--- config.mk ---
export PLATFORM = sky130hd
export DESIGN_NAME = ftm_outq_flat
export DESIGN_NICKNAME = d
export VERILOG_FILES = /design/src/rtl/ftm_pkg.sv /design/src/rtl/ftm_if.sv /design/src/rtl/ftm_outq.sv /design/src/flat_wrapper.sv
export SDC_FILE = /design/constraint.sdc
export NUM_CORES = 1
export LEC_CHECK = 0
export BUFFER_PORTS_ARGS = -buffer_cell sky130_fd_sc_hd__buf_2
export CAP_MARGIN = 20
export CORE_MARGIN = 8
export CORE_UTILIZATION = 35
export DETAILED_ROUTE_END_ITERATION = 8
export GPL_TIMING_DRIVEN = 0
export PLACE_DENSITY = 0.56
export SLEW_MARGIN = 10
export SYNTH_ARGS = -nofsm -noshare
export SYNTH_HDL_FRONTEND = slang
export SYNTH_SLANG_ARGS = --single-unit
--- constraint.sdc ---
create_clock -name i_clk -period 3.82 [get_ports i_clk]
set_clock_uncertainty 0.1 [all_clocks]
set_input_delay 0.191 -clock i_clk [delete_from_list [all_inputs] [get_ports i_clk]]
set_output_delay 0.191 -clock i_clk [all_outputs]
set_load 0.01 [all_outputs]
--- src/rtl/ftm_pkg.sv ---
// Shared types, constants and helpers for the filtered target match counter.
// Depends on nothing; every other file refers to it by scoped names.
`timescale 1ns / 1ps
`default_nettype none

package ftm_pkg;

    // Item command codes
    typedef enum logic {
        CMD_TARGET = 1'b0,
        CMD_VOXEL  = 1'b1
    } t_cmd;

    localparam int ID_W        = 8;
    localparam int SUB_W       = 4;
    localparam int KEY_W       = ID_W + SUB_W;
    localparam int KEY_COUNT   = 1 << KEY_W;

    // Bitmaps are stored as rows of ROW_BITS flags
    localparam int BIT_SEL_W   = 6;
    localparam int ROW_BITS    = 1 << BIT_SEL_W;
    localparam int ROW_ADDR_W  = KEY_W - BIT_SEL_W;
    localparam int ROWS        = 1 << ROW_ADDR_W;

    localparam int MATCH_W     = 17;
    localparam int DISTINCT_W  = 13;
    localparam longint MATCH_MAX = (longint'(1) << MATCH_W) - 1;

    localparam int SECTIONS_PER_CHUNK_DEF = 16;

    localparam int OUTQ_DEPTH  = 3;
    localparam int OUTQ_PTR_W  = $clog2(OUTQ_DEPTH);
    localparam int OUTQ_CNT_W  = $clog2(OUTQ_DEPTH + 1);

    localparam logic [7:0] NIBBLE_LO = 8'h0F;
    localparam logic [7:0] NIBBLE_HI = 8'hF0;

    typedef logic [ROW_BITS-1:0]   t_row;
    typedef logic [ROW_ADDR_W-1:0] t_row_addr;

    typedef struct packed {
        logic [MATCH_W-1:0]    match_count;
        logic [DISTINCT_W-1:0] distinct_count;
    } t_result;

    // Common voxel types that are never scored
    function automatic logic is_common(input logic [ID_W-1:0] id,
                                       input logic [SUB_W-1:0] sub);
        is_common = (id == 8'd0) || (id == 8'd1 && sub == 4'd0) ||
                    (id == 8'd2) || (id == 8'd3) || (id == 8'd8) ||
                    (id == 8'd9) || (id == 8'd12) || (id == 8'd18) ||
                    (id == 8'd24);
    endfunction

endpackage

`default_nettype wire

--- src/rtl/ftm_if.sv ---
// Valid/ready channel interfaces for voxel/target items and count results.
// Depends on ftm_pkg for field widths.
`timescale 1ns / 1ps
`default_nettype none


interface ftm_out_if;
    logic                              valid;
    logic                              ready;
    logic [ftm_pkg::MATCH_W-1:0]       match_count;
    logic [ftm_pkg::DISTINCT_W-1:0]    distinct_count;

    modport source (output valid, match_count, distinct_count, input ready);
    modport sink   (input  valid, match_count, distinct_count, output ready);
endinterface

`default_nettype wire

--- src/rtl/ftm_outq.sv ---
// Small result queue that decouples the count pipeline from the receiver.
// Depends on ftm_pkg and ftm_out_if.
`timescale 1ns / 1ps
`default_nettype none

module ftm_outq (
    input  wire logic                             i_clk,
    input  wire logic                             i_rst_n,
    input  wire logic                             i_push,
    input  wire ftm_pkg::t_result                 i_data,
    output logic [ftm_pkg::OUTQ_CNT_W-1:0]        o_count,
    ftm_out_if.source                             o_result
);

    localparam int DEPTH = ftm_pkg::OUTQ_DEPTH;

    ftm_pkg::t_result                   r_mem [DEPTH];
    logic [ftm_pkg::OUTQ_PTR_W-1:0]     r_wr_ptr, n_wr_ptr;
    logic [ftm_pkg::OUTQ_PTR_W-1:0]     r_rd_ptr, n_rd_ptr;
    logic [ftm_pkg::OUTQ_CNT_W-1:0]     r_count, n_count;
    logic                               pop;

    assign pop                     = o_result.valid && o_result.ready;
    assign o_result.valid          = (r_count != '0);
    assign o_result.match_count    = r_mem[r_rd_ptr].match_count;
    assign o_result.distinct_count = r_mem[r_rd_ptr].distinct_count;
    assign o_count                 = r_count;

    always_comb begin
        n_wr_ptr = r_wr_ptr;
        n_rd_ptr = r_rd_ptr;
        n_count  = r_count;
        if (i_push) begin
            n_wr_ptr = (r_wr_ptr == ftm_pkg::OUTQ_PTR_W'(DEPTH - 1)) ? '0 : r_wr_ptr + 1'b1;
        end
        if (pop) begin
            n_rd_ptr = (r_rd_ptr == ftm_pkg::OUTQ_PTR_W'(DEPTH - 1)) ? '0 : r_rd_ptr + 1'b1;
        end
        case ({i_push, pop})
            2'b10:   n_count = r_count + 1'b1;
            2'b01:   n_count = r_count - 1'b1;
            default: n_count = r_count;
        endcase
    end

    always_ff @(posedge i_clk) begin
        if (i_push) begin
            r_mem[r_wr_ptr] <= i_data;
        end
    end

    always_ff @(posedge i_clk) begin
        if (!i_rst_n) begin
            r_wr_ptr <= '0;
            r_rd_ptr <= '0;
            r_count  <= '0;
        end else begin
            r_wr_ptr <= n_wr_ptr;
            r_rd_ptr <= n_rd_ptr;
            r_count  <= n_count;
        end
    end

endmodule

`default_nettype wire

--- src/flat_wrapper.sv ---
// flat-port wrapper written by rule: the top's interface ports become plain ports
module ftm_outq_flat 
  (i_clk, i_rst_n, i_push, i_data, o_count, o_result_valid, o_result_match_count, o_result_distinct_count, o_result_ready);
  ftm_out_if o_result_i ();
  input  wire logic i_clk;
  input  wire logic i_rst_n;
  input  wire logic i_push;
  input  wire ftm_pkg::t_result i_data;
  output logic [ftm_pkg::OUTQ_CNT_W-1:0] o_count;
  output wire logic [$bits(o_result_i.valid)-1:0] o_result_valid;
  output wire logic [$bits(o_result_i.match_count)-1:0] o_result_match_count;
  output wire logic [$bits(o_result_i.distinct_count)-1:0] o_result_distinct_count;
  input wire logic [$bits(o_result_i.ready)-1:0] o_result_ready;
  assign o_result_valid = o_result_i.valid;
  assign o_result_match_count = o_result_i.match_count;
  assign o_result_distinct_count = o_result_i.distinct_count;
  assign o_result_i.ready = o_result_ready;
  ftm_outq u_core (.i_clk(i_clk), .i_rst_n(i_rst_n), .i_push(i_push), .i_data(i_data), .o_count(o_count), .o_result(o_result_i));
endmodule
==> metrics.md, run 1 <==
| Metric | Value |
|---|---|
| Status | `finished, final reports clean` |
| PortBufs | `66` |
| Clock latency on the worst-skew pair | `around 0.34 ns` |
| PD cells | `between 500 and 600 nW/µm²` |
| Final TNS setup | `0 ns` |
| Core Rows | `37` |
| CTS tree | `done` |
| Crit-path cells | `clkbuf_1 -> clkbuf_1 -> nand2_1 -> o21ai_0 -> buf_2` |
| DRT Pass-1 Iters | `4` |
| Post-route minimum period | `2.06 ns` |
| Grt ovf | `0` |
| Rel. slew slack | `50.5%` |
| Async S/R FF share, synth | `0%` |
| Area after DPL | `4260 µm²` |
| Clock buffer depth | `2` |
| Num Clock Sinks | `between 90 and 100` |
| Startpoint types | `flip-flop` |
| # fillers | `between 800 and 900` |
| Largest net degree at the start of global routing | `18` |
| Post-route cell area | `4760 µm²` |
| Power consumption | `0.00240 W` |
| Chip height | `between 100 and 150 µm` |
| Drt via density | `~4.4` |
| Core Region | `between 10000 and 15000 µm²` |
| Hpwl dp | `about 5.0 mm` |
| Synthesized area | `approximately 3600 µm²` |
| Synthesis Warnings | `0` |
| Fin. max-slew vios | `0` |
| Post-Layout Cell Count | `480` |
| Count of final hold-check violations | `0` |
| Worst path most repeated cell | `clkbuf_1` |
| Crit path required time | `between 3 and 4 ns` |
| Worst hold start | `i_push` |
| Worst Max-Slew Pin Slew | `~0.74 ns` |
| Average size of a mapped cell | `roughly 16 µm²` |
| Vias in the first global route | `approximately 2300` |
| Detailed-route wire length | `a little over 7 mm` |
| Drt initial violations | `65` |
| Ports | `between 60 and 70` |
| N_diodes | `0` |
| Vias | `2133` |
| Lkg Pwr | `between 1.5 and 2 nW` |
| Max IR drop VDD | `217 µV` |
| EDFF count, synth | `90` |
| CP max stage delay | `roughly 0.47 ns` |
| Cell count after placement | `roughly 430` |
| Crit path max-delay family | `buffers and inverters` |
| GP Congestion | `0.668` |
| CP Capture Type | `output port` |
| Final setup viols | `0` |
| Area delta synth->final | `30.8%` |
| Hold WC Path Type | `in2reg` |
| Final Cycle Share | `a little over half` |
| Worst path buffer plus inverter count | `3` |
| Slowest cell on the critical path | `clkbuf_1` |
| Tot GR Track Use | `10.7%` |
| CP arrival | `around 1.8 ns` |
| Maxcap violations | `0` |
| FF-to-FF Start | `u_core.r_wr_ptr[0]` |
| Tightest hold margin | `between 0.09 and 0.1 ns` |
| Syn_nets | `~260` |
| Setup bufs post-CTS | `0` |
| # H-tree levels | `3` |
| Share of the yosys chip area belonging to registers | `~79%` |
| Max Freq | `between 400 and 500 MHz` |
| Top FF cell, synth | `edfxtp_1` |
| Fraction of layout cells with a size suffix above 1 | `around 28%` |
| Starting Density | `a little over a third` |
| Clk slew on worst S/H paths | `0.08 ns` |
| Antenna viol nets, final | `0` |
| Synthesis-stage register bit count | `98` |
| Clock root buffer | `clkbuf_8` |
| First-pass GRT wire length | `between 10 and 15 mm` |
| Mapped Cells | `about 220` |
| WL/cell | `14.9 µm` |
| Netlist cell types | `23` |
| Max FO, Critical Path | `10` |
| Die width | `~120 µm` |
| Number of buffers created by CTS | `9` |
| DRC | `0` |
| RSZ-0062 raised after global routing | `false` |
| Antenna violations before repair | `0` |
| Nets | `around 380` |
| Die area | `around 14000 µm²` |
| Setup CP Type | `reg2out` |
[layout make-up]
type | count | area, µm² | share of cell area (%)
timing repair buffer | 105 | 739 | 15.5
clock buffer | 10 | 128 | 2.68
buffer | 11 | 52.6 | 1.10
multi-input combinational | 113 | 736 | 15.5
inverter | 2 | 7.51 | 0.158
clock inverter | 5 | 65.1 | 1.37
sequential | 98 | 2860 | 60.1
tap | 136 | 170 | 3.57
[routing by layer]
metal / part of all wire (%) / track usage (%)
met1: 44 / 11.9
met2: 49 / 18.2
met3: 6.0 / 4.08
met4: 1.1 / 4.16
met5: 0 / 0
[logic make-up (layout without fill, tap and decap cells)]
| logic type | count (synthesis) | in the layout | share of synthesized area (%) |
|---|---|---|---|
| compound gates | 37 | 37 | 5.53 |
| xor+xnor | 2 | 2 | 0.481 |
| simple gates | 43 | 43 | 5.12 |
| flops | 98 | 98 | 78.6 |
| fa+ha+maj | 1 | 1 | 0.344 |
| mux | 30 | 30 | 8.25 |
| buf+inv | 13 | 133 | 1.65 |
[flip-flops by register name, indices dropped and copies added (netlist names), named ones only]
signal and count:
u_core.r_rd_ptr 2, u_core.o_count 2, u_core.r_mem 90, u_core.r_wr_ptr 2
[stage by stage]
step	utilization [%]	worst slack, ns
after global placement	40.5	-1.18
after floorplan	-	0.616
after global routing	46.5	1.58
after detailed placement	41.6	1.87
final	46.5	1.76
after CTS	46.5	1.75
[what timing repair did]
| action | 4_1_cts | 5_1_grt |
|---|---|---|
| hold buffers | 31 | 0 |
| endpoints found under the hold margin | 91 | 0 |
| gates resized for setup | 0 | 0 |
[power breakdown]
group	leakage, nW	switching, W	internal [W]
Sequential	0.898	0.0000261	0.00123
Combinational	0.665	0.000271	0.000231
Clock	0.0969	0.000337	0.000305
[final timing paths]
kind / slack (ns) / cells after the start / end
max: 1.76 / 5 / o_result_match_count[3]
min: 0.09 / 3 / u_core.r_wr_ptr[1]
max reg2reg: 1.91 / 3 / u_core.r_mem[1][2]
min reg2reg: 0.42 / 2 / u_core.r_rd_ptr[0]
[Yosys cell counts, types with 2 or more instances]
master,instances,area (µm²)
o21ai_1,2,10.0
edfxtp_1,90,2700
xnor2_1,2,17.5
o21ai_0,29,145
inv_1,2,7.51
o21a_1,2,15.0
buf_4,3,22.5
nor2b_1,2,12.5
or3_1,2,12.5
a21boi_0,2,15.0
mux2i_1,30,300
nand2_1,33,124
dfxtp_1,8,160
clkbuf_1,8,30.0
[worst min-delay path, delay by kind of cell]
kind / cells / cell delay [ns]
buffers and inverters: 1 / 0.11
and+or+nand+nor: 1 / 0.05
AOI/OAI and AO/OA: 1 / 0.15
[placed cells by master (no fill, tap or decap)]
master,netlist,final
edfxtp_1,90,90
buf_2,0,66
nand2_1,33,33
dlygate4sd3_1,0,31
mux2i_1,30,30
o21ai_0,29,29
clkbuf_1,8,9
clkbuf_8,0,9
dfxtp_1,8,8
buf_4,3,5
buf_6,0,5
clkinv_4,0,3
inv_1,2,2
o21ai_1,2,2
or3_1,2,2
a21boi_0,2,2
nor2b_1,2,2
o21a_1,2,2
xnor2_1,2,2
or2_2,1,1
nor3_2,0,1
nor2_4,0,1
o21ai_2,1,1
nor3b_2,0,1
and2_1,1,1
or3b_1,1,1
a21boi_1,1,1
ha_1,1,1
inv_6,0,1
bufinv_16,0,1
buf_16,0,1
(Power assumes the default switching activity.)
==> run 2, diff against run 1 <==
--- a/config.mk
+++ b/config.mk
@@ -5,6 +5,7 @@
 export SDC_FILE = /design/constraint.sdc
 export NUM_CORES = 1
 export LEC_CHECK = 0
+export ABC_AREA = 1
 export BUFFER_PORTS_ARGS = -buffer_cell sky130_fd_sc_hd__buf_2
 export CAP_MARGIN = 20
 export CORE_MARGIN = 8
==> constraint.sdc (replaced) <==
create_clock -name i_clk -period 1.9 [get_ports i_clk]
set_clock_uncertainty 0.1 [all_clocks]
set_input_delay 0.095 -clock i_clk [delete_from_list [all_inputs] [get_ports i_clk]]
set_output_delay 0.095 -clock i_clk [all_outputs]
set_load 0.01 [all_outputs]
==> metrics.md, run 2 <==
| Metric | Value |
|---|---|
| Main area contributors after synthesis | `edfxtp_1, a21oi_2, a21oi_1` |
| Die area | `14400 µm² (+3.7%)` |
| Flop2flop setup slack | `0.26 ns (-1.65 ns)` |
| Maxcap violations | `0 (unchanged)` |
| Synthesis-stage register bit count | `98 (unchanged)` |
| Post-route minimum period | `1.64 ns` |
| Fraction of layout cells with a size suffix above 1 | `34.7% (+6.8 points)` |
| Detailed-route wire length | `8.19 mm (+14%)` |
| RSZ-0062 raised after global routing | `false` |
| Drt initial violations | `101 (+55%)` |
| Clock root buffer | `clkbuf_8` |
| Commonest non-fill, non-tap cells in the layout | `edfxtp_1, buf_2, nor2_1` |
| First-pass GRT wire length | `13.3 mm (+15%)` |
| Max Freq | `611 MHz` |
| Worst hold start | `o_result_ready` |
| Lkg Pwr | `1.82 nW (+9.5%)` |
| # fillers | `1007 (+13%)` |
| Nets | `419 (+12%)` |
| Largest register FFs | `90 (unchanged)` |
| FF-to-FF Start | `u_core.r_wr_ptr[1]` |
| CP arrival | `1.53 ns (-0.24 ns)` |
| # H-tree levels | `3 (unchanged)` |
| Vias | `2415 (+13%)` |
| EDFF count, synth | `90 (unchanged)` |
| Clk slew on worst S/H paths | `0.08 ns (about the same)` |
| Crit path required time | `1.79 ns (-1.74 ns)` |
| Area of the multi-input gates | `795 µm² (+8.0%)` |
| GP Congestion | `0.677 (+1.4%)` |
| CTS tree | `done` |
| DRC | `0 (unchanged)` |
| N_diodes | `0 (unchanged)` |
| Clock buffer depth | `2 (unchanged)` |
| Rel. slew slack | `48.7% (-1.8 points)` |
| Synthesized area | `3800 µm² (+4.3%)` |
| Antenna violations before repair | `0 (unchanged)` |
| Mapped Cells | `273 (+22%)` |
| Tot GR Track Use | `12.0% (+1.3 points)` |
| Largest net degree at the start of global routing | `31 (+13)` |
| Grt ovf | `0 (unchanged)` |
| Share of the yosys chip area belonging to registers | `75.4% (-3.2 points)` |
| Clock latency on the worst-skew pair | `0.36 ns (+0.02 ns)` |
| FF/Latch Area | `2860 µm² (unchanged)` |
| Post-Layout Cell Count | `529 (+10%)` |
| Top FF cell, synth | `edfxtp_1` |
| Reg2reg path depth | `3 (unchanged)` |
| Share of the synthesized area in the top cell type | `71.2% (-3.0 points)` |
| Fin. max-slew vios | `0 (unchanged)` |
| Area delta synth->final | `27.1%` |
| Max FO, Critical Path | `30 (+20)` |
| Final Cycle Share | `a little under nine tenths` |
| Final TNS setup | `0 ns (unchanged)` |
| Antenna viol nets, final | `0 (unchanged)` |
| Worst r2r dst | `u_core.r_mem[0][29]` |
| PD cells | `958 nW/µm² (+90%)` |
| Status | `finished, final reports clean` |
| Die width | `120 µm (+1.8%)` |
| Number of gates resized after cts | `0 (unchanged)` |
| CP Capture Type | `flip-flop` |
| Setup bufs post-CTS | `0 (unchanged)` |
| Core Region | `10700 µm² (+4.6%)` |
| Num Clock Sinks | `98 (unchanged)` |
| Drt via density | `4.57 (+2.7%)` |
| Yosys top cell by area | `edfxtp_1` |
| Average size of a mapped cell | `13.9 µm² (-14%)` |
| Final setup viols | `0 (unchanged)` |
| Synthesis Warnings | `0 (unchanged)` |
| Worst Max-Slew Pin Slew | `0.768 ns (+0.0286 ns)` |
| Chip height | `120 µm (+1.8%)` |
| Count leader, synth | `edfxtp_1` |
| Setup CP Type | `reg2reg` |
| Hold WC Path Type | `in2reg` |
| DRT Pass-1 Iters | `4 (unchanged)` |
| Cell count after placement | `481 (+11%)` |
| Biggest register | `u_core.r_mem` |
| Hpwl dp | `5.10 mm (+2.9%)` |
| Vias in the first global route | `2545 (+9.4%)` |
| Hold Path Depth | `4 (+1)` |
| Starting Density | `35.5% (-0.10 points)` |
| Startpoint types | `flip-flop` |
| Commonest non-fill, non-tap cell in the layout | `edfxtp_1` |
| Max IR drop VDD | `423 µV (+94%)` |
| Count of final hold-check violations | `0 (unchanged)` |
| Syn_nets | `308 (+19%)` |
| Netlist cell types | `16 (-30%)` |
| Async S/R FF share, synth | `0% (unchanged)` |
| Core Rows | `38 (+2.7%)` |
| Top cells by count, synth | `edfxtp_1, nor2_1, nand2_1` |
| Number of buffers created by CTS | `9 (unchanged)` |
| WL/cell | `15.5 µm (+3.8%)` |
| Ports | `67 (unchanged)` |
| PortBufs | `66 (unchanged)` |
==> run 2: changes by cell type after synthesis, moves of 3 or more <==
cell and delta:
mux2i_1 -30, buf_2 +6, inv_1 +8, o21ai_0 -26, inv_2 +4, a21oi_2 +31, buf_6 +6, buf_4 -3
clkbuf_1 -8, nand2_2 +4, a21oi_1 +32, nor2_1 +39
==> run 2: stage by stage <==
| stage | util [%] | hold slack, ns | total power (W) | area (µm²) | worst slack [ns] |
|---|---|---|---|---|---|
| 2_1_floorplan | - | 0.0939 | 0.00313 | 3810 | 0.251 |
| 3_3_place_gp | 40.3 | 0.200 | 0.00349 | 4310 | -0.303 |
| 3_5_place_dp | 40.6 | 0.202 | 0.00350 | 4340 | 0.239 |
| 4_1_cts | 45.1 | 0.00767 | 0.00470 | 4820 | 0.224 |
| 5_1_grt | 45.1 | 0.0478 | 0.00486 | 4820 | 0.129 |
| 6_report | 45.1 | 0.0271 | 0.00462 | 4820 | 0.263 |
==> run 2: layout make-up <==
cell class	count	share of cell area, %
Buffer	12	2.02
Clock buffer	9	2.57
Clock inverter	7	0.752
Inverter	14	1.09
Multi-Input combinational cell	149	16.5
Sequential cell	98	59.4
Tap cell	140	3.63
Timing Repair Buffer	100	14.1
==> run 2: worst max-delay path by stage <==
stage                             from                   to  slack, ns  cells after the start
global route        u_core.r_wr_ptr[1]  u_core.r_mem[0][26]       0.13                      3
global placement    u_core.r_wr_ptr[0]  u_core.r_mem[2][19]      -0.30                      1
floorplan           u_core.r_wr_ptr[0]   u_core.r_mem[2][0]       0.25                      1
CTS                 u_core.r_wr_ptr[1]  u_core.r_mem[0][10]       0.22                      3
detailed placement  u_core.r_wr_ptr[1]  u_core.r_mem[0][19]       0.24                      3
finish              u_core.r_wr_ptr[1]  u_core.r_mem[0][29]       0.26                      3
==> run 2: worst max-delay path: stages, from the launching register on <==
cell and delay (ns):
dfxtp_1 0.32, inv_1 0.13, nand3_1 0.13, inv_2 0.58
==> run 2: metal layers <==
metal | track usage (%) | vias to the layer above | part of all wire, %
met5 | 0 | - | 0
met4 | 4.68 | 0 | 1.7
met3 | 3.80 | 14 | 5.0
met2 | 19.2 | 55 | 49
met1 | 14.9 | 1157 | 44
li1 | - | 1189 | -
==> run 2: timing repair <==
item                       in CTS  in global routing
setup endpoints to repair       0                  0
hold buffers                   32                  0
hold endpoints to repair       98                  0
==> run 2: report_power, final <==
| group | switching (W) | leakage (nW) | internal [W] |
|---|---|---|---|
| logic | 0.000571 | 0.842 | 0.000400 |
| clock network | 0.000683 | 0.0775 | 0.000458 |
| registers | 0.0000422 | 0.898 | 0.00247 |
| total | 0.00130 | 1.82 | 0.00333 |
==> run 2: cells by family (layout without fill, tap and decap cells) <==
kind of cell	count (synthesis)	in the layout	share of synthesized area, %
and+or+nand+nor	82	82	8.54
DFF	98	98	75.4
AOI/OAI and AO/OA	66	66	11.8
adders and majority gates	1	1	0.330
buffers and inverters	26	142	3.96
==> run 3, diff against run 2 <==
--- a/config.mk
+++ b/config.mk
@@ -6,6 +6,7 @@
 export NUM_CORES = 1
 export LEC_CHECK = 0
 export ABC_AREA = 1
+export ABC_CLOCK_PERIOD_IN_PS = 1900
 export BUFFER_PORTS_ARGS = -buffer_cell sky130_fd_sc_hd__buf_2
 export CAP_MARGIN = 20
 export CORE_MARGIN = 8
@@ -13,6 +14,8 @@
 export DETAILED_ROUTE_END_ITERATION = 8
 export GPL_TIMING_DRIVEN = 0
 export PLACE_DENSITY = 0.56
+export RECOVER_POWER = 25
+export SETUP_SLACK_MARGIN = 0.4
 export SLEW_MARGIN = 10
 export SYNTH_ARGS = -nofsm -noshare
 export SYNTH_HDL_FRONTEND = slang
==> metrics.md, run 3 (synthesis gave the netlist of run 2 again) <==
| Metric | Value |
|---|---|
| Post-route minimum period | `1.54 ns (-0.101 ns)` |
| Crit path required time | `1.70 ns (-0.09 ns)` |
| N_diodes | `0 (unchanged)` |
| Tightest hold margin | `0.373 ns (+0.346 ns)` |
| Largest net degree at the start of global routing | `17 (-45%)` |
| Vias in the first global route | `2592 (+1.8%)` |
| Max Freq | `651 MHz (+6.6%)` |
| Lkg Pwr | `1.93 nW (+6.2%)` |
| Max FO, Critical Path | `10 (-67%)` |
| Grt ovf | `0 (unchanged)` |
| PortBufs | `66 (unchanged)` |
| Clock buffer depth | `2 (unchanged)` |
| WL/cell | `15.4 µm (-0.18%)` |
| Largest register FFs | `90 (unchanged)` |
| Biggest register | `u_core.r_mem` |
| Drt initial violations | `153 (+51%)` |
| Commonest non-fill, non-tap cell in the layout | `edfxtp_1` |
| Post-route cell area | `5230 µm² (+8.4%)` |
| Area after DPL | `4350 µm² (+0.20%)` |
| Antenna viol nets, final | `0 (unchanged)` |
| Chip height | `120 µm (unchanged)` |
| Maxcap violations | `0 (unchanged)` |
| Ports | `67 (unchanged)` |
| Startpoint types | `flip-flop` |
| Nets | `432 (+3.1%)` |
| Fin. max-slew vios | `0 (unchanged)` |
| Final TNS setup | `0 ns (unchanged)` |
| Core Region | `10700 µm² (unchanged)` |
| Die area | `14400 µm² (unchanged)` |
| Worst Max-Slew Pin Slew | `0.228 ns (-0.541 ns)` |
| DRT Pass-1 Iters | `4 (unchanged)` |
| CTS tree | `done` |
| Commonest non-fill, non-tap cells in the layout | `edfxtp_1, buf_2, nor2_1` |
| Antenna violations before repair | `0 (unchanged)` |
| Clk slew on worst S/H paths | `0.09 ns (about the same)` |
| Area delta synth->final | `37.8%` |
| Drt via density | `4.53 (-0.82%)` |
| Status | `finished, final reports clean` |
| CP Capture Type | `output port` |
| Fraction of layout cells with a size suffix above 1 | `37.1% (+2.4 points)` |
| First-pass GRT wire length | `13.0 mm (-2.8%)` |
| Tot GR Track Use | `11.9% (-0.097 points)` |
| PD cells | `996 nW/µm² (+3.9%)` |
| Post-layout util | `48.9% (+3.8 points)` |
| GP Congestion | `0.702 (+3.6%)` |
| Hold WC Path Type | `in2reg` |
| Detailed-route wire length | `8.37 mm (+2.3%)` |
| Num Clock Sinks | `98 (unchanged)` |
| Clock root buffer | `clkbuf_8` |
| # fillers | `964 (-4.3%)` |
| Starting Density | `35.5% (unchanged)` |
| Vias | `2454 (+1.6%)` |
| Final Cycle Share | `80.8% (-5.3 points)` |
| Count of final hold-check violations | `0 (unchanged)` |
| RSZ-0062 raised after global routing | `true` |
| Number of buffers created by CTS | `9 (unchanged)` |
| Setup CP Type | `reg2out` |
| # H-tree levels | `3 (unchanged)` |
| Hpwl dp | `5.05 mm (-1.0%)` |
| Rel. slew slack | `84.8% (+36 points)` |
| DRC | `0 (unchanged)` |
| Clock latency on the worst-skew pair | `0.36 ns (about the same)` |
| Final setup viols | `0 (unchanged)` |
| CP arrival | `1.34 ns (-0.19 ns)` |
| Max IR drop VDD | `386 µV (-8.6%)` |
| Core Rows | `38 (unchanged)` |
| Die width | `120 µm (unchanged)` |
==> run 3: changes by cell type in the layout (fill, tap and decap cells not counted), sizes merged <==
| cell | previous run | this run |
|---|---|---|
| dlygate4sd3 | 32 | 33 |
| inv | 14 | 12 |
| clkinv | 5 | 3 |
| bufinv | 0 | 3 |
| clkinvlp | 2 | 5 |
| buf | 80 | 68 |
| clkbuf | 9 | 31 |
==> run 3: what timing repair did <==
| action | 4_1_cts | 5_1_grt |
|---|---|---|
| pin swaps | 0 | 6 |
| hold buffers | 33 | 0 |
| endpoints found under the hold margin | 98 | 0 |
| setup endpoints to repair | 90 | 69 |
| gates resized for setup | 15 | 34 |
| setup buffers | 7 | 0 |
| cloned | 2 | 3 |
==> run 3: through the flow <==
step,cells,worst slack (ns),total power [W]
after detailed placement,481,0.0464,0.00351
after floorplan,273,0.267,0.00313
after global routing,542,0.296,0.00547
after global placement,479,-0.324,0.00349
after CTS,539,0.311,0.00519
final,542,0.364,0.00521
==> run 3: worst max-delay path: stages, from the launching register on <==
cell	delay [ns]
dfxtp_4	0.42
buf_6	0.17
a21oi_1	0.08
a21oi_2	0.16
buf_2	0.15
==> run 3: final cells by class <==
class	count	area, µm²	share of cell area [%]
flip-flops and latches	98	2870	54.9
multi-input cells	149	886	16.9
repair buffers	111	820	15.7
well taps	140	175	3.35
plain buffers	12	146	2.80
clock buffers	9	124	2.37
clock inverters	7	116	2.22
inverters	14	75.1	1.44
repair inverters	2	15.0	0.287
==> run 3: layer usage <==
metal	vias up	part of all wire, %	global-route usage, %	wire length [µm]
li1	1215	-	-	-
met1	1182	43	13.4	3600
met2	46	51	20.4	4300
met3	11	3.8	2.87	316
met4	0	1.9	6.79	156
met5	-	0	0	0
==> run 3: where the power goes <==
part           switching, W  internal [W]
Sequential        0.0000527       0.00247
Combinational      0.000609      0.000508
Clock              0.000693      0.000874
Total               0.00136       0.00385
==> run 3: final timing paths <==
kind | end | cells past startpoint | startpoint | slack [ns]
worst max-delay path | o_result_match_count[8] | 4 | flip-flop | 0.36
worst min-delay path | u_core.r_mem[2][20] | 2 | i_data[20] | 0.37
worst max register to register | u_core.r_mem[1][22] | 4 | u_core.r_wr_ptr[1] | 0.52
worst min register to register | u_core.r_wr_ptr[1] | 2 | u_core.r_wr_ptr[1] | 0.38
